### src/rtl/core/swra_pkg.sv
package swra_pkg;

  localparam int unsigned RING_DEPTH_DEF = 64;
  localparam int unsigned CREDIT_MAX     = 64;
  localparam logic [6:0]  WINDOW_RST     = 7'd16;
  localparam int unsigned CFG_ADDR_W     = 3;

  // register index (word address)
  localparam logic REG_RX_WIN = 1'b0;

  // item and result kinds
  localparam logic ACT_ARRIVAL = 1'b0;
  localparam logic ACT_DRAIN   = 1'b1;

  typedef struct packed {
    logic        action;
    logic [15:0] seq_number;
    logic        fin_flag;
    logic        dropped;
  } in_item_t;

  typedef struct packed {
    logic        result_kind;
    logic [15:0] ack_number;
    logic [6:0]  window_credit;
    logic        final_ack;
    logic        duplicate_ack;
    logic        out_of_window;
    logic        unlock_sent;
    logic [6:0]  consumed_count;
    logic        consumer_done;
  } out_result_t;

  typedef struct packed {
    logic fin;
    logic rcvd;
  } ring_entry_t;

endpackage

### src/rtl/core/swra_ring.sv
module swra_ring #(
  parameter int unsigned DEPTH = swra_pkg::RING_DEPTH_DEF,
  localparam int unsigned AW = $clog2(DEPTH)
) (
  input  logic                  clk,
  input  logic                  wr_en,
  input  logic [AW-1:0]         wr_addr,
  input  swra_pkg::ring_entry_t wr_data,
  input  logic [AW-1:0]         rd_addr,
  output swra_pkg::ring_entry_t rd_data
);
  import swra_pkg::*;

  ring_entry_t mem_r [DEPTH];
  ring_entry_t rd_data_r;

  always_ff @(posedge clk) begin
    if (wr_en) begin
      mem_r[wr_addr] <= wr_data;
    end
    rd_data_r <= mem_r[rd_addr];
  end

  assign rd_data = rd_data_r;

endmodule

### src/rtl/core/sliding_window_receiver_ack_top.sv
// Channel | Signals                                   | Handshake
// input   | in_item                                   | start & !busy
// result  | out_result                                | out_valid, one cycle
// config  | psel penable pwrite paddr pwdata prdata   | APB, pready tied high
//
// Dropped arrival: taken, no result. Out-of-range arrival: result in the cycle after
// the beat. Held or no-credit arrival: slot read, checked in S_ACHK, then result.
// Accepted arrival: slot marked in S_ACHK, S_WSTART, then S_WCK advances the ack, one
// ring read per segment, until a gap or the far end of the ring. Drain: S_DCK consumes
// one entry per step, then reports. After reset the ring is cleared, one entry a cycle.
// The result sink cannot stall; busy is the only back-pressure.
module sliding_window_receiver_ack_top #(
  parameter int unsigned RING_DEPTH = swra_pkg::RING_DEPTH_DEF
) (
  input  logic                                  clk,
  input  logic                                  rst_n,
  input  logic                                  start,
  output logic                                  busy,
  input  swra_pkg::in_item_t                    in_item,
  output logic                                  out_valid,
  output swra_pkg::out_result_t                 out_result,
  input  logic                                  psel,
  input  logic                                  penable,
  input  logic                                  pwrite,
  input  logic [swra_pkg::CFG_ADDR_W-1:0]       paddr,
  input  logic [31:0]                           pwdata,
  output logic [31:0]                           prdata,
  output logic                                  pready
);
  import swra_pkg::*;

  localparam int unsigned IW      = $clog2(RING_DEPTH);
  localparam int unsigned WIN_MAX = (RING_DEPTH < CREDIT_MAX) ? RING_DEPTH : CREDIT_MAX;
  localparam logic [15:0]   DEPTH16 = 16'(RING_DEPTH);
  localparam logic [IW:0]   DEPTH_W = (IW+1)'(RING_DEPTH);
  localparam logic [IW-1:0] LAST_SLOT = IW'(RING_DEPTH - 1);
  localparam logic [6:0]    CREDIT_TOP = 7'(CREDIT_MAX);

  typedef enum logic [2:0] {
    S_CLR, S_IDLE, S_ACHK, S_WSTART, S_WCK, S_DCK
  } state_t;

  function automatic logic [6:0] clamp_win(input logic [6:0] v);
    logic [6:0] r;
    r = v;
    if (r == 7'd0) r = 7'd1;
    if (r > 7'(WIN_MAX)) r = 7'(WIN_MAX);
    return r;
  endfunction

  state_t      state_r, state_nxt;
  logic [IW-1:0] clr_r, clr_nxt;
  in_item_t    in_r, in_nxt;
  logic [IW-1:0] sl_r, sl_nxt;
  logic [IW-1:0] ws_r, ws_nxt;
  logic [IW:0]   wo_r, wo_nxt;
  logic [15:0] ne_r, ne_nxt;
  logic [15:0] cp_r, cp_nxt;
  logic [IW-1:0] head_r, head_nxt;
  logic [6:0]  credit_r, credit_nxt;
  logic        locked_r, locked_nxt;
  logic        fs_r, fs_nxt;
  logic [15:0] end_r, end_nxt;
  logic        dup_r, dup_nxt;
  logic [6:0]  cnt_r, cnt_nxt;
  logic        done_r, done_nxt;
  logic [6:0]  win_r, win_nxt;
  logic        out_valid_r, out_valid_nxt;
  out_result_t out_r, out_nxt;

  // shared slot adder and distance unit
  logic [IW-1:0] su_base, su_off, slot;
  logic [IW:0]   su_sum;
  logic [15:0]   seq_gap;
  logic          in_range;
  logic [IW:0]   wo_inc;

  logic          wr_en;
  logic [IW-1:0] wr_addr;
  ring_entry_t   wr_data, rd_data;

  logic        emit, em_kind, em_dup, em_oow, em_unlock, em_done;
  logic [6:0]  em_cnt;
  logic        cfg_wr;

  assign seq_gap  = ((state_r == S_IDLE) ? in_item.seq_number : ne_r) - cp_r;
  assign in_range = seq_gap < DEPTH16;
  assign su_sum   = {1'b0, su_base} + {1'b0, su_off};
  assign slot     = (su_sum >= DEPTH_W) ? IW'(su_sum - DEPTH_W) : su_sum[IW-1:0];
  assign wo_inc   = wo_r + 1'b1;

  always_comb begin
    case (state_r)
      S_IDLE: begin
        su_base = head_r;
        su_off  = (in_item.action == ACT_DRAIN) ? '0 : seq_gap[IW-1:0];
      end
      S_WSTART: begin
        su_base = head_r;
        su_off  = seq_gap[IW-1:0];
      end
      S_WCK: begin
        su_base = ws_r;
        su_off  = IW'(1);
      end
      S_DCK: begin
        su_base = head_r;
        su_off  = IW'(1);
      end
      default: begin
        su_base = head_r;
        su_off  = '0;
      end
    endcase
  end

  swra_ring #(.DEPTH(RING_DEPTH)) u_ring (
    .clk     (clk),
    .wr_en   (wr_en),
    .wr_addr (wr_addr),
    .wr_data (wr_data),
    .rd_addr (slot),
    .rd_data (rd_data)
  );

  assign cfg_wr = psel && penable && pwrite && pready;

  always_comb begin
    state_nxt     = state_r;
    clr_nxt       = clr_r;
    in_nxt        = in_r;
    sl_nxt        = sl_r;
    ws_nxt        = ws_r;
    wo_nxt        = wo_r;
    ne_nxt        = ne_r;
    cp_nxt        = cp_r;
    head_nxt      = head_r;
    credit_nxt    = credit_r;
    locked_nxt    = locked_r;
    fs_nxt        = fs_r;
    end_nxt       = end_r;
    dup_nxt       = dup_r;
    cnt_nxt       = cnt_r;
    done_nxt      = done_r;
    win_nxt       = win_r;
    out_valid_nxt = 1'b0;
    out_nxt       = out_r;
    emit          = 1'b0;
    em_kind       = ACT_ARRIVAL;
    em_dup        = 1'b0;
    em_oow        = 1'b0;
    em_unlock     = 1'b0;
    em_cnt        = 7'd0;
    em_done       = 1'b0;
    wr_en         = 1'b0;
    wr_addr       = head_r;
    wr_data       = '0;

    case (state_r)
      S_CLR: begin
        wr_en   = 1'b1;
        wr_addr = clr_r;
        clr_nxt = clr_r + 1'b1;
        if (clr_r == LAST_SLOT) begin
          state_nxt = S_IDLE;
        end
      end
      S_IDLE: begin
        if (start) begin
          in_nxt = in_item;
          if (in_item.action == ACT_DRAIN) begin
            cnt_nxt   = 7'd0;
            done_nxt  = 1'b0;
            state_nxt = S_DCK;
          end else if (!in_item.dropped) begin
            if (!in_range) begin
              emit   = 1'b1;
              em_oow = 1'b1;
            end else begin
              sl_nxt    = slot;
              state_nxt = S_ACHK;
            end
          end
        end
      end
      S_ACHK: begin
        if (rd_data.rcvd) begin
          emit      = 1'b1;
          em_dup    = 1'b1;
          state_nxt = S_IDLE;
        end else if (credit_r == 7'd0) begin
          emit      = 1'b1;
          em_oow    = 1'b1;
          state_nxt = S_IDLE;
        end else begin
          wr_en        = 1'b1;
          wr_addr      = sl_r;
          wr_data.rcvd = 1'b1;
          wr_data.fin  = in_r.fin_flag;
          credit_nxt   = credit_r - 1'b1;
          if (credit_r == 7'd1) locked_nxt = 1'b1;
          if (in_r.fin_flag) begin
            fs_nxt  = 1'b1;
            end_nxt = in_r.seq_number + 1'b1;
          end
          dup_nxt   = in_r.seq_number != ne_r;
          state_nxt = S_WSTART;
        end
      end
      S_WSTART: begin
        if (in_range) begin
          ws_nxt    = slot;
          wo_nxt    = {1'b0, seq_gap[IW-1:0]};
          state_nxt = S_WCK;
        end else begin
          emit      = 1'b1;
          em_dup    = dup_r;
          state_nxt = S_IDLE;
        end
      end
      S_WCK: begin
        if (rd_data.rcvd) begin
          ne_nxt = ne_r + 1'b1;
          ws_nxt = slot;
          wo_nxt = wo_inc;
          if (wo_inc >= DEPTH_W) begin
            emit      = 1'b1;
            em_dup    = dup_r;
            state_nxt = S_IDLE;
          end
        end else begin
          emit      = 1'b1;
          em_dup    = dup_r;
          state_nxt = S_IDLE;
        end
      end
      S_DCK: begin
        if (cp_r != ne_r && !cnt_r[6] && rd_data.rcvd) begin
          wr_en    = 1'b1;
          wr_addr  = head_r;
          done_nxt = done_r | rd_data.fin;
          head_nxt = slot;
          cp_nxt   = cp_r + 1'b1;
          cnt_nxt  = cnt_r + 1'b1;
          if (credit_r < CREDIT_TOP) credit_nxt = credit_r + 1'b1;
        end else begin
          emit    = 1'b1;
          em_kind = ACT_DRAIN;
          em_cnt  = cnt_r;
          em_done = done_r;
          if (locked_r && credit_r != 7'd0) begin
            locked_nxt = 1'b0;
            em_unlock  = 1'b1;
          end
          state_nxt = S_IDLE;
        end
      end
      default: begin
        state_nxt = S_IDLE;
      end
    endcase

    if (emit) begin
      out_valid_nxt          = 1'b1;
      out_nxt.result_kind    = em_kind;
      out_nxt.ack_number     = ne_nxt;
      out_nxt.window_credit  = credit_nxt;
      out_nxt.final_ack      = fs_nxt && (ne_nxt == end_nxt);
      out_nxt.duplicate_ack  = em_dup;
      out_nxt.out_of_window  = em_oow;
      out_nxt.unlock_sent    = em_unlock;
      out_nxt.consumed_count = em_cnt;
      out_nxt.consumer_done  = em_done;
    end

    if (cfg_wr && paddr[CFG_ADDR_W-1:2] == REG_RX_WIN) begin
      win_nxt    = pwdata[6:0];
      credit_nxt = clamp_win(pwdata[6:0]);
      locked_nxt = 1'b0;
    end
  end

  always_ff @(posedge clk) begin
    if (!rst_n) begin
      state_r     <= S_CLR;
      clr_r       <= '0;
      in_r        <= '0;
      sl_r        <= '0;
      ws_r        <= '0;
      wo_r        <= '0;
      ne_r        <= '0;
      cp_r        <= '0;
      head_r      <= '0;
      credit_r    <= clamp_win(WINDOW_RST);
      locked_r    <= 1'b0;
      fs_r        <= 1'b0;
      end_r       <= '0;
      dup_r       <= 1'b0;
      cnt_r       <= '0;
      done_r      <= 1'b0;
      win_r       <= WINDOW_RST;
      out_valid_r <= 1'b0;
      out_r       <= '0;
    end else begin
      state_r     <= state_nxt;
      clr_r       <= clr_nxt;
      in_r        <= in_nxt;
      sl_r        <= sl_nxt;
      ws_r        <= ws_nxt;
      wo_r        <= wo_nxt;
      ne_r        <= ne_nxt;
      cp_r        <= cp_nxt;
      head_r      <= head_nxt;
      credit_r    <= credit_nxt;
      locked_r    <= locked_nxt;
      fs_r        <= fs_nxt;
      end_r       <= end_nxt;
      dup_r       <= dup_nxt;
      cnt_r       <= cnt_nxt;
      done_r      <= done_nxt;
      win_r       <= win_nxt;
      out_valid_r <= out_valid_nxt;
      out_r       <= out_nxt;
    end
  end

  assign busy       = state_r != S_IDLE;
  assign out_valid  = out_valid_r;
  assign out_result = out_r;
  assign pready     = 1'b1;
  assign prdata     = (paddr[CFG_ADDR_W-1:2] == REG_RX_WIN) ? {25'd0, win_r} : 32'd0;

endmodule

### config.mk
export PLATFORM = sky130hd
export DESIGN_NAME = sliding_window_receiver_ack_top
export DESIGN_NICKNAME = d
export VERILOG_FILES = /design/src/rtl/core/swra_pkg.sv /design/src/rtl/core/swra_ring.sv /design/src/rtl/core/sliding_window_receiver_ack_top.sv
export SDC_FILE = /design/constraint.sdc
export NUM_CORES = 1
export LEC_CHECK = 0
export BUFFER_PORTS_ARGS = -buffer_cell sky130_fd_sc_hd__buf_4
export CORE_MARGIN = 2
export CORE_UTILIZATION = 42
export CTS_CLUSTER_SIZE = 28
export DETAILED_ROUTE_END_ITERATION = 10
export GPL_TIMING_DRIVEN = 0
export MAX_ROUTING_LAYER = met4
export PLACE_DENSITY = 0.7
export SETUP_SLACK_MARGIN = 0.3
export SLEW_MARGIN = 10
export SYNTH_ARGS = -nofsm -noshare
export SYNTH_HDL_FRONTEND = slang
export SYNTH_HIERARCHICAL = 1
export SYNTH_SLANG_ARGS = --single-unit
### constraint.sdc
create_clock -name clk -period 6.5 [get_ports clk]
set_input_delay 1.3 -clock clk [delete_from_list [all_inputs] [get_ports clk]]
set_output_delay 1.3 -clock clk [all_outputs]
set_load 0.01 [all_outputs]
==> results of run 1 <==
==> through the flow <==
| stage | setup WS (ps) | util, % |
|---|---|---|
| after global routing | 387 | 48.8 |
| after CTS | 698 | 48.8 |
| after detailed placement | 732 | 45.9 |
| final | 692 | 48.8 |
| after global placement | 494 | 45.9 |
| after floorplan | 1850 | - |
==> flip-flops by register name (all words and copies together) (netlist names) <==
register and cells:
out_result 36, u_ring/mem_r 128, head_r 6, out_valid 1, clr_r 6, fs_r 1, u_ring/rd_data 2, cnt_r 7
sl_r 6, ws_r 6, credit_r 7, in_r 17, locked_r 1, state_r 3, wo_r 7, done_r 1
ne_r 16, end_r 16, win_r 7, dup_r 1, cp_r 16
==> path summary, 6_finish.rpt <==
kind / start / endpoint / slack (ps) / cells past startpoint
setup / recovery: state_r[2] / u_ring/rd_data[1] / 690 / 20
hold / removal: win_r[3] / win_r[3] / 450 / 2
setup reg to reg: state_r[2] / u_ring/rd_data[1] / 690 / 20
hold reg to reg: win_r[3] / win_r[3] / 450 / 2
==> placed cells by master (no fill, tap or decap), types with 8 or more instances in the layout <==
master	synthesis	routed
nand2_1	156	156
a21oi_1	98	98
clkbuf_16	0	31
ha_1	29	29
buf_4	26	104
clkbuf_1	68	70
nor2b_1	16	16
nand3_1	47	47
mux2i_1	21	21
mux4_1	17	17
nand4_1	26	26
a211oi_1	20	20
nand2b_1	16	16
nor4_1	10	10
xor2_1	52	52
clkinv_2	0	9
o21ai_0	35	35
dfxtp_1	163	163
and2_1	13	13
buf_2	12	11
edfxtp_1	128	128
mux2_2	15	15
conb_1	2	26
xnor2_1	64	64
mux4_2	16	16
inv_1	43	43
o22ai_1	10	10
nor2_1	180	180
and3_1	17	17
nor3_1	56	56
or3_1	8	8
==> metal layers <==
layer / up-vias / GRT usage (%) / share of wire [%] / routed length (um)
met5: - / - / 0 / 0
met4: 0 / 8.16 / 3.7 / 1440
met3: 98 / 3.15 / 6.7 / 2620
met2: 433 / 34.9 / 47 / 18500
met1: 5545 / 26.8 / 43 / 16600
li1: 5643 / - / - / -
==> worst min-delay path: cells and delay by family, from the launching register on <==
kind             cells  cell delay [ps]
AO/OA/AOI/OAI        1               50
flip-flops           1              300
AND/OR/NAND/NOR      1               50
==> synth_stat cells (8+ instances only) <==
library cell and number:
nor2_1 180, dfxtp_1 163, nand2_1 156, edfxtp_1 128
a21oi_1 98, clkbuf_1 68, xnor2_1 64, nor3_1 56
xor2_1 52, nand3_1 47, inv_1 43, o21ai_0 35
ha_1 29, buf_4 26, nand4_1 26, mux2i_1 21
a211oi_1 20, and3_1 17, mux4_1 17, mux4_2 16
nand2b_1 16, nor2b_1 16, mux2_2 15, and2_1 13
buf_2 12, nor4_1 10, o22ai_1 10, or3_1 8
==> power by group <==
group	internal, mW	leakage, nW	switching [mW]	total (mW)
registers	2.02	2.24	0.0783	2.10
clock network	1.00	0.501	0.750	1.75
logic	0.773	3.26	1.16	1.94
total	3.80	6.00	1.99	5.79
==> logic make-up (layout without fill, tap and decap cells) <==
group | Yosys count | count (layout) | share of synthesized area [%]
adder cells (fa/ha/maj) | 31 | 31 | 2.69
multiplexers | 69 | 69 | 7.92
buffers and inverters | 161 | 296 | 5.27
XOR/XNOR | 116 | 116 | 6.78
other | 2 | 26 | 0.0501
AND/OR/NAND/NOR | 588 | 588 | 18.6
flip-flops | 291 | 291 | 47.5
AO/OA/AOI/OAI | 254 | 254 | 11.2
==> cell type report <==
class / instances / area (um^2)
Buffer: 117 / 631
Clock buffer: 38 / 842
Clock inverter: 20 / 174
Fill cell: 3136 / 18100
Inverter: 44 / 165
Multi-Input combinational cell: 1084 / 7170
Sequential cell: 291 / 7110
Tap cell: 461 / 577
Timing Repair Buffer: 77 / 578
==> flow_summary.toml, run 1 <==
[run_status]
status = "finished clean"

[place]
hpwl_mm = 28.6
place_area_um2 = 16200
dp_cells = 2074
gp_congestion = 0.919
port_buffers = 77

[critical_path]
worst_setup_path_start_kind = "register"
worst_ep_arrival_time_ps = 6240
worst_ep_required_time_ps = 6930
critical_path_class = "register to register"
slowest_stage = "mux4_2"
crit_path_end_kind = "register"
critical_path.max_stage_delay_ps = 580
critical-path-top-delay-family = "buffers and inverters"
path_buf_inv = 5
crit_fanout = 10
path_cells = "clkbuf_1, inv_1, nand2_1, nor2_1, inv_2, buf_1, mux2i_1, ha_1, fa_1, nand2b_1, nand2b_1, a21oi_1, xor2_1, nor2_1, ha_1, xnor2_1, clkbuf_1, mux4_2, a21oi_1, o211ai_1"

[global_routing]
grt_pass1_wl_mm = 60.2
antenna_found_initial = 0
grt_max_degree = 74
grt.total_usage_pct = 21.4
overflow = 0
grt_pass1_vias = 11100

[sta]
relSlewSlack_pct = 18.5
finalSetupTns_ps = 0
clock.fmax_ghz = 0.172
hold_viol = 0
holdWs_ps = 451
fin_crit_sh_pct = 89.4
skew_ps = 18.4
slew_violations = 0
period_minus_slack_ps = 5810
rsz0062_at_grt = "no"
worst_pin_slew_ps = 1210
finalSetupViolCount = 0

[clock_tree]
clk-insertion-delay-late_ps = 580
h-tree-depth = 1
cts_tree = "built"
clock_path_buffers = 3
cts-hold-fix-buffers = 0
clk_pin_slew_ps = 60
clock_sinks = 291
ctsResizeCount = 0
cts_buffers = 31
root_buffer = "clkbuf_16"
cts_setup_buffers = 0

[logic_synthesis]
synthArstFlopShare_pct = 0
yosysWarnings = 6
yosys_register_bits = 291
yosysTopAreaCell = "edfxtp_1"
synth_area_leaders = "edfxtp_1, dfxtp_1, nor2_1, nand2_1, xnor2_1"
synth_edf_count = 128
ys.flop_type = "dfxtp_1"
avgSynthCellArea_um2 = 9.90
synth_top_cell_area_share_pct = 25.7
synth_area_um2 = 15000
syn_inst = 1512
ys_types = 85
yosysSeqAreaShare_pct = 47.5

[detailed_routing]
wire_per_inst_um = 18.4
drt-pass1-iter-count = 5
postRouteAntennaNets = 0
wl_mm = 39.2
viasPerCell = 5.50
drc = 0
routed-via-count = 11700
drt_iter0_markers = 961

[run]
cap_violations = 0

[final_layout]
n_antenna_cell = 0
fin_cells = 2132
layout-drive-gt1-share_pct = 14.1
design_area_um2 = 17200
final_nets = 1737
syn2layout_area_growth_pct = 15.2

[die]
start_util_pct = 42.4
boundaryPins = 131
rows = 69
core_area_um2 = 35300
dieHeight_um = 193
die_x_um = 193
die-area_um2 = 37200

[pwr]
peakVddDrop_mv = 0.265
power.density_nw_per_um2 = 335
leakagePower_nw = 6.00
power_mw = 5.79

[hold_path]
min_path_type = "register to register"
Power figures use the tool's default switching activity.
==> run 2: changes to the inputs <==
--- a/config.mk
+++ b/config.mk
@@ -5,14 +5,16 @@
 export SDC_FILE = /design/constraint.sdc
 export NUM_CORES = 1
 export LEC_CHECK = 0
-export BUFFER_PORTS_ARGS = -buffer_cell sky130_fd_sc_hd__buf_4
+export BUFFER_PORTS_ARGS = -buffer_cell sky130_fd_sc_hd__buf_2
+export CELL_PAD_IN_SITES_DETAIL_PLACEMENT = 0
+export CELL_PAD_IN_SITES_GLOBAL_PLACEMENT = 1
 export CORE_MARGIN = 2
 export CORE_UTILIZATION = 42
 export CTS_CLUSTER_SIZE = 28
 export DETAILED_ROUTE_END_ITERATION = 10
 export GPL_TIMING_DRIVEN = 0
 export MAX_ROUTING_LAYER = met4
-export PLACE_DENSITY = 0.7
+export PLACE_DENSITY = 0.83
 export SETUP_SLACK_MARGIN = 0.3
 export SLEW_MARGIN = 10
 export SYNTH_ARGS = -nofsm -noshare
==> flow_summary.toml, run 2 (synthesized netlist as in run 1, its figures left out) <==
[run_status]
status = "finished clean"

[global_routing]
overflow = 0
grt_pass1_vias = 11100
antenna_found_initial = 0
grt_max_degree = 74
grt_pass1_wl_mm = 60.4
grt.total_usage_pct = 21.5

[die]
rows = 69
start_util_pct = 42.4
die_x_um = 193
boundaryPins = 131
die-area_um2 = 37200
core_area_um2 = 35300
dieHeight_um = 193

[pwr]
leakagePower_nw = 5.95
peakVddDrop_mv = 0.226
power_mw = 5.68
power.density_nw_per_um2 = 334

[detailed_routing]
drt_iter0_markers = 1071
drt-pass1-iter-count = 7
routed-via-count = 11700
drc = 0
viasPerCell = 5.48
postRouteAntennaNets = 0
wl_mm = 39.2
wire_per_inst_um = 18.4

[clock_tree]
cts-hold-fix-buffers = 0
clk_pin_slew_ps = 70
root_buffer = "clkbuf_16"
h-tree-depth = 1
cts_buffers = 30
cts_tree = "built"
cts_setup_buffers = 0
clock_sinks = 291
clock_path_buffers = 3
clk-insertion-delay-late_ps = 590

[critical_path]
crit_fanout = 10
path_cells = "clkbuf_1, inv_1, nand2_1, nor2_1, inv_2, clkbuf_2, mux2_2, ha_1, buf_2, a21oi_1, o21ai_1, or3b_2, and4_1, nor3_1, nand4_2, o21ai_1, nand2_1, clkbuf_1, a211oi_1"
crit_path_end_kind = "register"
slowest_stage = "o21ai_1"
path_buf_inv = 6
worst_ep_required_time_ps = 6970
worst_ep_arrival_time_ps = 6220
critical_path.max_stage_delay_ps = 510
critical-path-top-delay-family = "simple AND/OR/NAND/NOR gates"
critical_path_class = "register to register"
worst_setup_path_start_kind = "register"

[final_layout]
finalCoreUtilization_pct = 48.2
area.sequential_um2 = 7110
fin_cells = 2131
final_cell_mix = "nor2_1, dfxtp_1, nand2_1"
final_nets = 1737
regMostFlops = "u_ring/mem_r"
layout-drive-gt1-share_pct = 13.9
multi_input_area_um2 = 7170
final_common_cell = "nor2_1"
largest_reg_flops = 128
design_area_um2 = 17000
fillers = 3317
syn2layout_area_growth_pct = 13.7

[sta]
finalSetupViolCount = 0
relSlewSlack_pct = 8.02
fin_crit_sh_pct = 88.5
slew_violations = 0
holdWs_ps = 451
period_minus_slack_ps = 5750
rsz0062_at_grt = "no"
clock.fmax_ghz = 0.174
hold_viol = 0
skew_ps = 33.8
finalSetupTns_ps = 0
worst_pin_slew_ps = 1370
setup_slack_ps = 749

[place]
hpwl_mm = 28.9
dp_slack_ps = 702
gp_congestion = 0.924
dp_cells = 2075
place_area_um2 = 16000
port_buffers = 77

[run]
cap_violations = 0

[hold_path]
min_path_type = "register to register"
==> run 2: power breakdown <==
group	switching [mW]	internal (mW)	total (mW)
combinational	1.17	0.736	1.90
clock	0.734	0.952	1.69
sequential	0.0733	2.02	2.09
==> run 2: per-layer routing <==
layer | up-vias | GRT usage (%) | part of all wire, %
met5 | - | - | 0
met4 | 0 | 7.55 | 3.4
met3 | 83 | 2.76 | 6.5
met2 | 410 | 34.2 | 46
met1 | 5546 | 28.3 | 44
li1 | 5634 | - | -
==> run 2: area by class of cell <==
cell class                 count  area share, %
sequential                   291           41.8
buffer                       117           3.70
antenna                        1         0.0147
inverter                      44          0.970
clock inverter                18          0.992
tap                          461           3.39
clock buffer                  37           4.68
timing repair buffer          78           2.38
multi-input combinational   1084           42.1
==> run 2: path summary, 6_finish.rpt <==
check,to,slack (ps),depth (start not counted),start
setup / recovery,out_result[29],750,19,state_r[2]
hold / removal,win_r[0],450,2,win_r[0]
setup reg to reg,out_result[29],750,19,state_r[2]
hold reg to reg,win_r[0],450,2,win_r[0]
==> run 2: worst min-delay path: stages, from the launching register on <==
cell and delay, ps:
dfxtp_1 310, nand2_1 50, a21oi_1 50
==> run 2: timing repair <==
item / 4_1_cts / 5_1_grt
endpoints found under the setup margin: 0 / 11
gates resized for setup: 0 / 1
endpoints found under the hold margin: 0 / 0
